**src/hdl/lphs_pkg.sv**
```systemverilog
// ---------------------------------------------------------------------------
// lphs_pkg: shared types and constants of the linear-probe hash set
// Default geometry, operation and status codes, and the result record that
// travels from the probe controller to the output register.
// ---------------------------------------------------------------------------
package lphs_pkg;

   // Default geometry
   localparam int LPHS_INDEX_BITS = 4;
   localparam int LPHS_KEY_WIDTH  = 32;

   // Fixed widths of the request and result fields
   localparam int OP_W        = 2;
   localparam int SLOT_W      = 4;
   localparam int OCC_W       = 5;
   localparam int RSP_TDATA_W = 16;

   // Operation codes; every other code behaves as a lookup
   localparam logic [OP_W-1:0] OP_INSERT = 2'd0;
   localparam logic [OP_W-1:0] OP_DELETE = 2'd2;

   typedef enum logic [1:0] {
      STATUS_OK       = 2'd0,
      STATUS_FULL     = 2'd1,
      STATUS_MISSING  = 2'd2,
      STATUS_RESERVED = 2'd3
   } status_type;

   typedef struct packed {
      logic                found;
      logic [SLOT_W-1:0]   slot;
      status_type          status;
      logic [OCC_W-1:0]    occupancy;
   } rsp_type;

endpackage

```
**src/hdl/lphs_mem.sv**
```systemverilog
// ---------------------------------------------------------------------------
// lphs_mem: slot table storage
// One write port and one read port, read data registered, with a write-first
// bypass when both ports address the same slot in one cycle.
// ---------------------------------------------------------------------------
module lphs_mem #(
   parameter int INDEX_BITS = lphs_pkg::LPHS_INDEX_BITS,
   parameter int KEY_WIDTH  = lphs_pkg::LPHS_KEY_WIDTH
) (
   input  logic                  clock,
   input  logic                  wr_en,
   input  logic [INDEX_BITS-1:0] wr_addr,
   input  logic [KEY_WIDTH-1:0]  wr_data,
   input  logic [INDEX_BITS-1:0] rd_addr,
   output logic [KEY_WIDTH-1:0]  rd_data
);

   localparam int DEPTH = 2 ** INDEX_BITS;

   logic [KEY_WIDTH-1:0] slots_ff [DEPTH];
   logic [KEY_WIDTH-1:0] rd_data_ff;

   // Write the addressed slot
   always_ff @(posedge clock) begin
      if (wr_en) begin
         slots_ff[wr_addr] <= wr_data;
      end
   end

   // Read with bypass of a same-cycle write
   always_ff @(posedge clock) begin
      if (wr_en && (wr_addr == rd_addr)) begin
         rd_data_ff <= wr_data;
      end else begin
         rd_data_ff <= slots_ff[rd_addr];
      end
   end

   assign rd_data = rd_data_ff;

endmodule

```
**src/hdl/lphs_ctrl.sv**
```systemverilog
// ---------------------------------------------------------------------------
// lphs_ctrl: probe and compaction sequencer
// Clears the table after reset, then walks the probe path one slot a cycle,
// places inserted keys, and closes the gap left by a delete by shifting
// later entries back toward their home slots.
// ---------------------------------------------------------------------------
module lphs_ctrl #(
   parameter int INDEX_BITS = lphs_pkg::LPHS_INDEX_BITS,
   parameter int KEY_WIDTH  = lphs_pkg::LPHS_KEY_WIDTH
) (
   input  logic                        clock,
   input  logic                        reset,
   // request side
   input  logic                        req_valid,
   output logic                        req_ready,
   input  logic [lphs_pkg::OP_W-1:0]   req_op,
   input  logic [KEY_WIDTH-1:0]        req_key,
   // table access
   output logic                        wr_en,
   output logic [INDEX_BITS-1:0]       wr_addr,
   output logic [KEY_WIDTH-1:0]        wr_data,
   output logic [INDEX_BITS-1:0]       rd_addr,
   input  logic [KEY_WIDTH-1:0]        rd_data,
   // result handoff
   output logic                        res_valid,
   input  logic                        res_ready,
   output lphs_pkg::rsp_type           res
);

   localparam logic [KEY_WIDTH-1:0]  EMPTY_KEY = '1;
   localparam logic [INDEX_BITS-1:0] IDX_ONE   = INDEX_BITS'(1);
   localparam logic [INDEX_BITS:0]   CNT_ONE   = (INDEX_BITS + 1)'(1);

   typedef enum logic [5:0] {
      ST_CLEAR     = 6'b000001,
      ST_IDLE      = 6'b000010,
      ST_PROBE     = 6'b000100,
      ST_SHIFT     = 6'b001000,
      ST_SHIFT_END = 6'b010000,
      ST_DONE      = 6'b100000
   } state_type;

   state_type                   state_ff, state_in;
   logic [INDEX_BITS-1:0]       clr_ff, clr_in;
   logic [INDEX_BITS:0]         count_ff, count_in;
   logic [lphs_pkg::OP_W-1:0]   op_ff, op_in;
   logic [KEY_WIDTH-1:0]        key_ff, key_in;
   logic [INDEX_BITS-1:0]       pos_ff, pos_in;
   logic [INDEX_BITS-1:0]       hole_ff, hole_in;
   logic [INDEX_BITS-1:0]       step_ff, step_in;
   logic                        found_ff, found_in;
   logic [INDEX_BITS-1:0]       at_ff, at_in;
   lphs_pkg::status_type        status_ff, status_in;

   logic                        hit;
   logic                        empty;
   logic                        last;
   logic [INDEX_BITS-1:0]       home;
   logic                        stays;
   logic [INDEX_BITS+lphs_pkg::SLOT_W-1:0] slot_ext;
   logic [INDEX_BITS+lphs_pkg::OCC_W:0]    occ_ext;

   // Classify the slot just read
   assign hit   = (rd_data == key_ff);
   assign empty = (rd_data == EMPTY_KEY);
   assign last  = &step_ff;
   assign home  = rd_data[INDEX_BITS-1:0];

   // An entry may stay when its home lies cyclically in (hole, j]
   always_comb begin
      if (hole_ff <= pos_ff) begin
         stays = (hole_ff < home) && (home <= pos_ff);
      end else begin
         stays = (hole_ff < home) || (home <= pos_ff);
      end
   end

   assign req_ready = (state_ff == ST_IDLE);
   assign rd_addr   = (state_ff == ST_IDLE) ? req_key[INDEX_BITS-1:0] : pos_ff + IDX_ONE;

   // Sequence one item
   always_comb begin
      state_in  = state_ff;
      clr_in    = clr_ff;
      count_in  = count_ff;
      op_in     = op_ff;
      key_in    = key_ff;
      pos_in    = pos_ff;
      hole_in   = hole_ff;
      step_in   = step_ff;
      found_in  = found_ff;
      at_in     = at_ff;
      status_in = status_ff;
      wr_en     = 1'b0;
      wr_addr   = pos_ff;
      wr_data   = EMPTY_KEY;
      case (state_ff)
         ST_CLEAR: begin
            wr_en   = 1'b1;
            wr_addr = clr_ff;
            clr_in  = clr_ff + IDX_ONE;
            if (&clr_ff) begin
               state_in = ST_IDLE;
            end
         end
         ST_IDLE: begin
            if (req_valid) begin
               op_in     = req_op;
               key_in    = req_key;
               pos_in    = req_key[INDEX_BITS-1:0];
               step_in   = '0;
               found_in  = 1'b0;
               at_in     = '0;
               status_in = lphs_pkg::STATUS_OK;
               if (req_key == EMPTY_KEY) begin
                  status_in = lphs_pkg::STATUS_RESERVED;
                  state_in  = ST_DONE;
               end else begin
                  state_in = ST_PROBE;
               end
            end
         end
         ST_PROBE: begin
            if (op_ff == lphs_pkg::OP_INSERT) begin
               // place in the first empty slot, note any copy on the way
               if (empty) begin
                  wr_en    = 1'b1;
                  wr_addr  = pos_ff;
                  wr_data  = key_ff;
                  count_in = count_ff + CNT_ONE;
                  at_in    = pos_ff;
                  state_in = ST_DONE;
               end else begin
                  found_in = found_ff | hit;
                  if (last) begin
                     status_in = lphs_pkg::STATUS_FULL;
                     state_in  = ST_DONE;
                  end else begin
                     pos_in  = pos_ff + IDX_ONE;
                     step_in = step_ff + IDX_ONE;
                  end
               end
            end else if (hit) begin
               found_in = 1'b1;
               at_in    = pos_ff;
               if (op_ff == lphs_pkg::OP_DELETE) begin
                  // open the hole and start compaction at the next slot
                  wr_en    = 1'b1;
                  wr_addr  = pos_ff;
                  count_in = count_ff - CNT_ONE;
                  hole_in  = pos_ff;
                  pos_in   = pos_ff + IDX_ONE;
                  step_in  = '0;
                  state_in = ST_SHIFT;
               end else begin
                  state_in = ST_DONE;
               end
            end else if (empty || last) begin
               status_in = lphs_pkg::STATUS_MISSING;
               state_in  = ST_DONE;
            end else begin
               pos_in  = pos_ff + IDX_ONE;
               step_in = step_ff + IDX_ONE;
            end
         end
         ST_SHIFT: begin
            if (empty) begin
               wr_en    = 1'b1;
               wr_addr  = hole_ff;
               state_in = ST_DONE;
            end else begin
               // pull the entry back; its old place becomes the hole
               if (!stays) begin
                  wr_en   = 1'b1;
                  wr_addr = hole_ff;
                  wr_data = rd_data;
                  hole_in = pos_ff;
               end
               if (last) begin
                  state_in = ST_SHIFT_END;
               end else begin
                  pos_in  = pos_ff + IDX_ONE;
                  step_in = step_ff + IDX_ONE;
               end
            end
         end
         ST_SHIFT_END: begin
            wr_en    = 1'b1;
            wr_addr  = hole_ff;
            state_in = ST_DONE;
         end
         ST_DONE: begin
            if (res_ready) begin
               state_in = ST_IDLE;
            end
         end
         default: begin
            state_in = ST_CLEAR;
            clr_in   = '0;
         end
      endcase
   end

   // Control state
   always_ff @(posedge clock) begin
      if (reset) begin
         state_ff <= ST_CLEAR;
         clr_ff   <= '0;
         count_ff <= '0;
      end else begin
         state_ff <= state_in;
         clr_ff   <= clr_in;
         count_ff <= count_in;
      end
   end

   // Item payload
   always_ff @(posedge clock) begin
      op_ff     <= op_in;
      key_ff    <= key_in;
      pos_ff    <= pos_in;
      hole_ff   <= hole_in;
      step_ff   <= step_in;
      found_ff  <= found_in;
      at_ff     <= at_in;
      status_ff <= status_in;
   end

   // Fit slot and occupancy to their field widths
   assign slot_ext = {{lphs_pkg::SLOT_W{1'b0}}, at_ff};
   assign occ_ext  = {{lphs_pkg::OCC_W{1'b0}}, count_ff};

   assign res_valid     = (state_ff == ST_DONE);
   assign res.found     = found_ff;
   assign res.slot      = slot_ext[lphs_pkg::SLOT_W-1:0];
   assign res.status    = status_ff;
   assign res.occupancy = occ_ext[lphs_pkg::OCC_W-1:0];

endmodule

```
**src/hdl/linear_probe_hash_set_top.sv**
```systemverilog
// Open-addressed hash set of keys in a table of 2^INDEX_BITS slots, with
// linear probing from the home slot (the key's low bits) and backward-shift
// deletion, so no tombstones are left. Insert stores the key in the first
// empty slot without a duplicate check and reports full when no slot is
// free; lookup and delete stop at a match, an empty slot or a full circuit.
// The all-ones key marks an empty slot and is answered with the reserved
// status. After reset the block sweeps the table to empty, one slot a
// cycle, and takes no item until the sweep is done. The slots sit in one
// memory with a single read port, so an item is accepted, then probes one
// slot after another, for a delete then walks the compaction slots in turn
// and empties the last hole, and then hands its result to the output
// register; a reserved key skips the probe.
// A new item is taken while the previous result waits in the output register.
// ---------------------------------------------------------------------------
// linear_probe_hash_set_top: hash set with streaming request and result
// Request decode, slot memory, probe sequencer and the output register.
// ---------------------------------------------------------------------------
module linear_probe_hash_set_top #(
   parameter int INDEX_BITS = lphs_pkg::LPHS_INDEX_BITS,
   parameter int KEY_WIDTH  = lphs_pkg::LPHS_KEY_WIDTH,
   localparam int REQ_TDATA_W = ((lphs_pkg::OP_W + KEY_WIDTH + 7) / 8) * 8
) (
   input  logic                               clock,
   input  logic                               reset,
   // op [1:0], key [KEY_WIDTH+1:2], zero padding above
   input  logic                               req_tvalid,
   output logic                               req_tready,
   input  logic [REQ_TDATA_W-1:0]             req_tdata,
   // found [0], slot [4:1], status [6:5], occupancy [11:7], zero padding above
   output logic                               rsp_tvalid,
   input  logic                               rsp_tready,
   output logic [lphs_pkg::RSP_TDATA_W-1:0]   rsp_tdata
);

   logic [lphs_pkg::OP_W-1:0] req_op;
   logic [KEY_WIDTH-1:0]      req_key;
   logic                      wr_en;
   logic [INDEX_BITS-1:0]     wr_addr;
   logic [KEY_WIDTH-1:0]      wr_data;
   logic [INDEX_BITS-1:0]     rd_addr;
   logic [KEY_WIDTH-1:0]      rd_data;
   logic                      res_valid;
   logic                      res_ready;
   lphs_pkg::rsp_type         res;
   logic                      out_valid_ff, out_valid_in;
   lphs_pkg::rsp_type         out_ff;

   // Unpack the request item
   assign req_op  = req_tdata[lphs_pkg::OP_W-1:0];
   assign req_key = req_tdata[KEY_WIDTH+lphs_pkg::OP_W-1:lphs_pkg::OP_W];

   lphs_mem #(
      .INDEX_BITS (INDEX_BITS),
      .KEY_WIDTH  (KEY_WIDTH)
   ) u_mem (
      .clock   (clock),
      .wr_en   (wr_en),
      .wr_addr (wr_addr),
      .wr_data (wr_data),
      .rd_addr (rd_addr),
      .rd_data (rd_data)
   );

   lphs_ctrl #(
      .INDEX_BITS (INDEX_BITS),
      .KEY_WIDTH  (KEY_WIDTH)
   ) u_ctrl (
      .clock     (clock),
      .reset     (reset),
      .req_valid (req_tvalid),
      .req_ready (req_tready),
      .req_op    (req_op),
      .req_key   (req_key),
      .wr_en     (wr_en),
      .wr_addr   (wr_addr),
      .wr_data   (wr_data),
      .rd_addr   (rd_addr),
      .rd_data   (rd_data),
      .res_valid (res_valid),
      .res_ready (res_ready),
      .res       (res)
   );

   // Load the output register when it is empty or being drained
   assign res_ready = !out_valid_ff || rsp_tready;

   always_comb begin
      out_valid_in = out_valid_ff;
      if (res_valid && res_ready) begin
         out_valid_in = 1'b1;
      end else if (rsp_tready) begin
         out_valid_in = 1'b0;
      end
   end

   always_ff @(posedge clock) begin
      if (reset) begin
         out_valid_ff <= 1'b0;
      end else begin
         out_valid_ff <= out_valid_in;
      end
   end

   always_ff @(posedge clock) begin
      if (res_valid && res_ready) begin
         out_ff <= res;
      end
   end

   // Pack the result item
   assign rsp_tvalid = out_valid_ff;
   assign rsp_tdata  = {4'b0000, out_ff.occupancy, out_ff.status, out_ff.slot, out_ff.found};

   // A finished result always lands in the output register next cycle
   a_handoff: assert property (@(posedge clock) disable iff (reset)
      res_valid && res_ready |=> rsp_tvalid)
      else $error("result handed off but output register not loaded");

   // The sequencer never takes an item while it holds a result
   a_one_item: assert property (@(posedge clock) disable iff (reset)
      !(req_tready && res_valid))
      else $error("item accepted while a result is pending");

   // Any status other than ok reports slot zero
   a_slot_zero: assert property (@(posedge clock) disable iff (reset)
      rsp_tvalid && (out_ff.status != lphs_pkg::STATUS_OK) |-> (out_ff.slot == '0))
      else $error("non-ok result carries a slot");

   // A reserved key is never reported as present
   a_reserved: assert property (@(posedge clock) disable iff (reset)
      res_valid && (res.status == lphs_pkg::STATUS_RESERVED) |-> !res.found)
      else $error("reserved key reported as found");

endmodule

```
**config.mk**
```make
export PLATFORM = sky130hd
export DESIGN_NAME = linear_probe_hash_set_top
export DESIGN_NICKNAME = d
export VERILOG_FILES = /design/src/hdl/lphs_pkg.sv /design/src/hdl/lphs_mem.sv /design/src/hdl/lphs_ctrl.sv /design/src/hdl/linear_probe_hash_set_top.sv
export SDC_FILE = /design/constraint.sdc
export NUM_CORES = 1
export LEC_CHECK = 0
export BUFFER_PORTS_ARGS = -buffer_cell sky130_fd_sc_hd__buf_4
export CELL_PAD_IN_SITES_DETAIL_PLACEMENT = 0
export CELL_PAD_IN_SITES_GLOBAL_PLACEMENT = 1
export CORE_MARGIN = 8
export CORE_UTILIZATION = 59
export CTS_CLUSTER_DIAMETER = 150
export CTS_CLUSTER_SIZE = 24
export DETAILED_ROUTE_END_ITERATION = 8
export GPL_ROUTABILITY_DRIVEN = 0
export PLACE_DENSITY_LB_ADDON = 0.1
export SETUP_SLACK_MARGIN = 0.2
export SLEW_MARGIN = 20
export SYNTH_ARGS = -nofsm -noshare
export SYNTH_HDL_FRONTEND = slang
export SYNTH_HIERARCHICAL = 1
export SYNTH_SLANG_ARGS = --single-unit
```
**constraint.sdc**
```tcl
create_clock -name clock -period 10.21 [get_ports clock]
set_input_delay 2.042 -clock clock [delete_from_list [all_inputs] [get_ports clock]]
set_output_delay 2.042 -clock clock [all_outputs]
set_load 0.02 [all_outputs]
```
# == Word level (Yosys, flattened, before mapping) ==
# Memories as Yosys holds them, arrays and structs flattened. A register that Yosys moved wholly into a read port is not among the register bits.
# Index checks and enable logic that the tools add are counted.
# classes
add_sub_neg,5
multipliers,0
n_div,0
order_cmp,3
eq_ne,30
shift,0
muxes,78
n_bitwise,1
reduce_logical,25
# ops
operator,n
2-to-1 mux 32 bit,4
2-to-1 mux 4 bit,25
2-to-1 mux 6 bit,12
"equality test 32 bit, second input constant",2
case mux 32 bit (2 select lines),1
case mux 4 bit (3 select lines),3
case mux 6 bit (6 select lines),1
equality test 32 bit,1
case mux 4 bit (2 select lines),3
AND reduction 4 bit,6
2-to-1 mux 5 bit,4
AND reduction 6 bit,3
2-to-1 mux 1 bit,15
2-to-1 mux 2 bit,7
"adder 4 x 1 -> 4 bit, second input constant",3
"!= test 2 x 1 -> 1 bit, second input constant",5
nonzero test 2 bit,5
"!= test 3 x 1 -> 1 bit, second input constant",3
<= comparator 4 bit,2
"!= test 2 bit, second input constant",4
"!= test 4 x 2 -> 1 bit, second input constant",2
"equality test 6 x 1 -> 1 bit, second input constant",1
"equality test 6 x 2 -> 1 bit, second input constant",1
"equality test 6 x 3 -> 1 bit, second input constant",1
other kinds (23),28
# word_totals
reg_bits,81
latch_bits,0
mem_bits_rw,512
romBits,0
out_inout_bits,18
wordCells,159
mem_count,1
# memory_table
name,depth,width,rd,rd_ports_with_merged_regs,write_ports,line_no,text
u_mem.slots_ff,16,32,1,1,1,lphs_mem.sv:20,logic [KEY_WIDTH-1:0] slots_ff [DEPTH];

# == Depth between registers and ports, before layout ==
# depth
ltp_word,8
mapped_depth,16
ltp_nobuf,14

# == Cells and area by module ==
# The synthesis kept the hierarchy.
# modules_own_cells
mod,n_inst,cells_per_inst,area_per_inst_um2,seq_area_each_um2
lphs_mem,1,810,19293.5,15454.8
lphs_ctrl,1,457,4321.6,1891.8
linear_probe_hash_set_top,1,22,449.2,380.4

# == Worst setup path after synthesis ==
# No wires, ideal clock.
# synth_timing
kind,register -> register
startpoint,reg with a tool-made name
endpoint,mem u_mem/slots_ff[0][0] in the netlist's numbering (enable)
t_arrival_ns,5.796
required_time_ns,9.749
slack_ns,3.953
stages_incl_launch_ff,16
n_path_buf,2
path_cell_list,dfxtp_1 -> buf_2 -> buf_4 -> mux4_2 -> a22oi_1 -> nand2_1 -> ha_1 -> nor2b_1 -> o21ai_0 -> a21oi_1 -> maj3_2 -> a22oi_2 -> nor2b_1 -> a221o_1 -> or3b_2 -> nor3_1
# synth_rtl
element,line_no
"end, declared",lphs_mem.sv:20

==> results.py <==
metrics = {
    "logic_synthesis": {
        "ys_ff_latch": 597,
        "syn_area_sq_mm": 0.02406,
        "synth_edf_count": 577,
        "synthCells": 1289,
        "synthArstFlopShare": 0,
        "synthAdderAreaFrac": 0.01014,
        "synth-xor-area-share": 0.01565,
        "synth_top_family_by_area": "multiplexers",
        "synth-compound-area-share": 0.04934,
        "synth_warnings": 6,
        "synthSimpleGateAreaFrac": 0.04908,
        "avgSynthCellArea_sq_um": 18.67,
        "synth_ff_type": "edfxtp_1",
        "ys_types": 64,
        "synth_seq_area_share": 0.7367,
        "synthMuxAreaShare": 0.1215,
    },
    "drt": {
        "ant_nets": 0,
        "drt_iter0_markers": 1430,
        "drt-vias-per-instance": 6.585,
        "drt_first_pass_iters": 5,
        "drc": 0,
        "avgRoutedWirePerCell_um": 28.97,
        "vias": 12440,
        "wl_um": 54730,
    },
    "finish": {
        "mostFrequentLayoutCell": "edfxtp_1",
        "final_layout_size_suffix_gt1_frac": 0.2093,
        "regArea_sq_mm": 0.01773,
        "multiInputGateArea_sq_mm": 0.006063,
        "antenna_cells": 0,
        "nFillCells": 2820,
        "final_cell_mix": "edfxtp_1 (577), mux4_2 (128), nand2_1 (91)",
        "area_growth_pct": 7.908,
        "nets": 1397,
    },
    "clock_network": {
        "hold_buffers": 0,
        "path_clk_slew_ns": 0.10,
        "h-tree-depth": 1,
        "cts.sinks": 597,
        "cts_setup_buffers": 0,
        "ctsResizeCount": 0,
        "clk_latency_ns": 0.62,
        "cts-buffers-inserted": 28,
        "clockRootBuffer": "clkbuf_16",
        "clk_path_buf_depth": 3,
        "cts_tree": "done",
    },
    "die": {
        "core_sq_mm": 0.04055,
        "die_y_um": 218.0,
        "floorplan.initialDensity": 0.5934,
        "boundaryPins": 62,
        "rows": 74,
        "die_w_um": 218.0,
        "dieArea_sq_mm": 0.04750,
    },
    "global_route": {
        "grt.total_usage": 0.2309,
        "grt_pass1_wl_um": 80710,
        "antenna_found_initial": 1,
        "grt_max_degree": 53,
        "grt_pass1_vias": 12300,
        "grt.overflow.total": 0,
    },
    "sta": {
        "tightest_slew_ns": 0.9719,
        "hold_violations": 0,
        "period_share": 0.6792,
        "period_minus_slack_ns": 6.934,
        "rsz0062_at_grt": "false",
        "finalSetupViolCount": 0,
        "finClkSkew_ns": 0.03104,
        "timing.fmax_ghz": 0.1442,
        "slew_headroom": 0.3485,
        "setup_tns_ns": 0,
        "setup_slack_ns": 3.276,
        "maxSlewViolCount": 0,
    },
    "placement": {
        "dp_hpwl_um": 29980,
        "io_buffers": 51,
        "post-place-ws_ns": 3.217,
    },
    "worst_setup_path": {
        "start_kind": "register",
        "slowest_delay_ns": 0.96,
        "required_ns": 10.45,
        "crit_chain": "buf_12 > mux4_2 > a22oi_1 > nand2_1 > xor2_1 > nor4_1 > nand4_1 > or2_1 > nand2b_1 > nand3_1 > or3b_2 > nor3_2 > buf_4",
        "critPathTopFamily": "simple AND/OR/NAND/NOR gates",
        "critPathCaptureType": "register",
        "path_buf_inv": 2,
        "arrival_ns": 7.17,
        "critPathMaxFanout": 51,
        "cp_slowest_cell": "dfxtp_4",
        "critical_path_class": "reg2reg",
    },
    "power_and_ir_drop": {
        "p_leak_nw": 7.771,
        "powerDensity_mw_per_mm2": 194.5,
        "ir_worst_vdd_mv": 0.1390,
    },
    "status": {
        "status": "finished, final reports clean",
    },
    "hold_path": {
        "min-delay-path-class": "reg2reg",
    },
    "flow_run": {
        "cap_violations": 0,
    },
}
sequential cells by signal, summed over array words and instances, names as in the netlist, named ones only:
name              cells
u_ctrl/found_ff       1
u_ctrl/pos_ff         4
rsp_tvalid            1
u_ctrl/status_ff      2
u_ctrl/state_ff       6
u_ctrl/key_ff        32
u_mem/slots_ff      512
rsp_tdata            12
u_ctrl/step_ff        4
u_ctrl/hole_ff        4
u_ctrl/at_ff          4
u_ctrl/op_ff          2
u_ctrl/count_ff       5
u_ctrl/clr_ff         4
logic make-up after synthesis:
| family | after synthesis |
|---|---|
| and+or+nand+nor | 236 |
| muxes | 132 |
| other | 1 |
| DFF | 597 |
| xor gates and xnor gates | 43 |
| adders and majority gates | 19 |
| AOI/OAI and AO/OA | 172 |
| buffers and inverters | 89 |
area by class of cell:
type / count / area share
sequential: 597 / 0.6830
multi-input combinational: 606 / 0.2335
clock buffer: 50 / 0.03016
tap: 532 / 0.02563
timing repair buffer: 81 / 0.02390
inverter: 21 / 0.003036
clock inverter: 2 / 0.0008191
path summary, 6_finish.rpt:
check	from	endpoint	slack [ns]	cells after the start
min reg2reg	u_ctrl/at_ff[1]	rsp_tdata[2]	0.43	0
max reg2reg	register	u_mem/slots_ff[0][5]	3.28	13
max	register	u_mem/slots_ff[0][5]	3.28	13
min	u_ctrl/at_ff[1]	rsp_tdata[2]	0.43	0
worst reg2reg max path: cells and delay by family (launching register included):
kind,cells,cell delay [ns]
AND/OR/NAND/NOR,8,3.49
XOR/XNOR,1,0.23
buffers and inverters,2,1.06
multiplexers,1,0.62
AO/OA/AOI/OAI,1,0.19
flip-flops,1,0.96
through the flow:
stage	instance area [sq um]	utilization	hold slack [ns]	total power, mW	std cells
after floorplan	24080	-	0.4003	3.521	1292
after global placement	25160	0.6204	0.4044	3.847	1837
after detailed placement	25160	0.6204	0.4045	3.866	1837
after CTS	25970	0.6403	0.4298	5.084	1889
after global routing	25970	0.6403	0.4385	5.225	1889
final	25970	0.6403	0.4272	5.050	1889
cells in the mapped netlist, types with 3 or more instances:
master,count,area [sq um]
clkbuf_1,30,112.6
nor2_1,48,180.2
a21o_1,3,22.52
nand2_1,91,341.6
dfxtp_1,20,400.4
o21ai_1,5,25.02
or3_1,3,18.77
o22ai_1,35,219.0
a21oi_1,21,105.1
nor2b_1,8,50.05
mux4_2,128,2883
a221o_1,4,40.04
a211oi_1,3,22.52
nor4_1,11,68.82
buf_2,10,50.05
edfxtp_1,577,17330
nand3_1,11,55.05
ha_1,17,212.7
xor2_1,36,315.3
nand2b_1,7,43.79
a22oi_1,66,495.5
buf_1,10,37.54
mux2i_1,4,40.04
buf_4,16,120.1
xnor2_1,7,61.31
nor3_1,10,50.05
o21bai_1,3,22.52
and2_1,4,25.02
inv_1,20,75.07
o21ai_0,14,70.07
nand4_1,22,137.6
where the power goes:
part	total [mW]	leakage [nW]	switching, mW	internal (mW)
clock network	1.25	0.382	0.722	0.526
registers	2.93	4.99	0.0742	2.86
logic	0.871	2.39	0.584	0.287
per-layer routing:
| metal | vias up | GRT usage | share of wire |
|---|---|---|---|
| met3 | 82 | 0.03384 | 0.074 |
| met5 | - | 0 | 0.00033 |
| met4 | 2 | 0.06337 | 0.025 |
| met2 | 494 | 0.3768 | 0.49 |
| li1 | 5319 | - | - |
| met1 | 6543 | 0.3260 | 0.41 |
No activity file was read; power rests on OpenSTA's default activity.
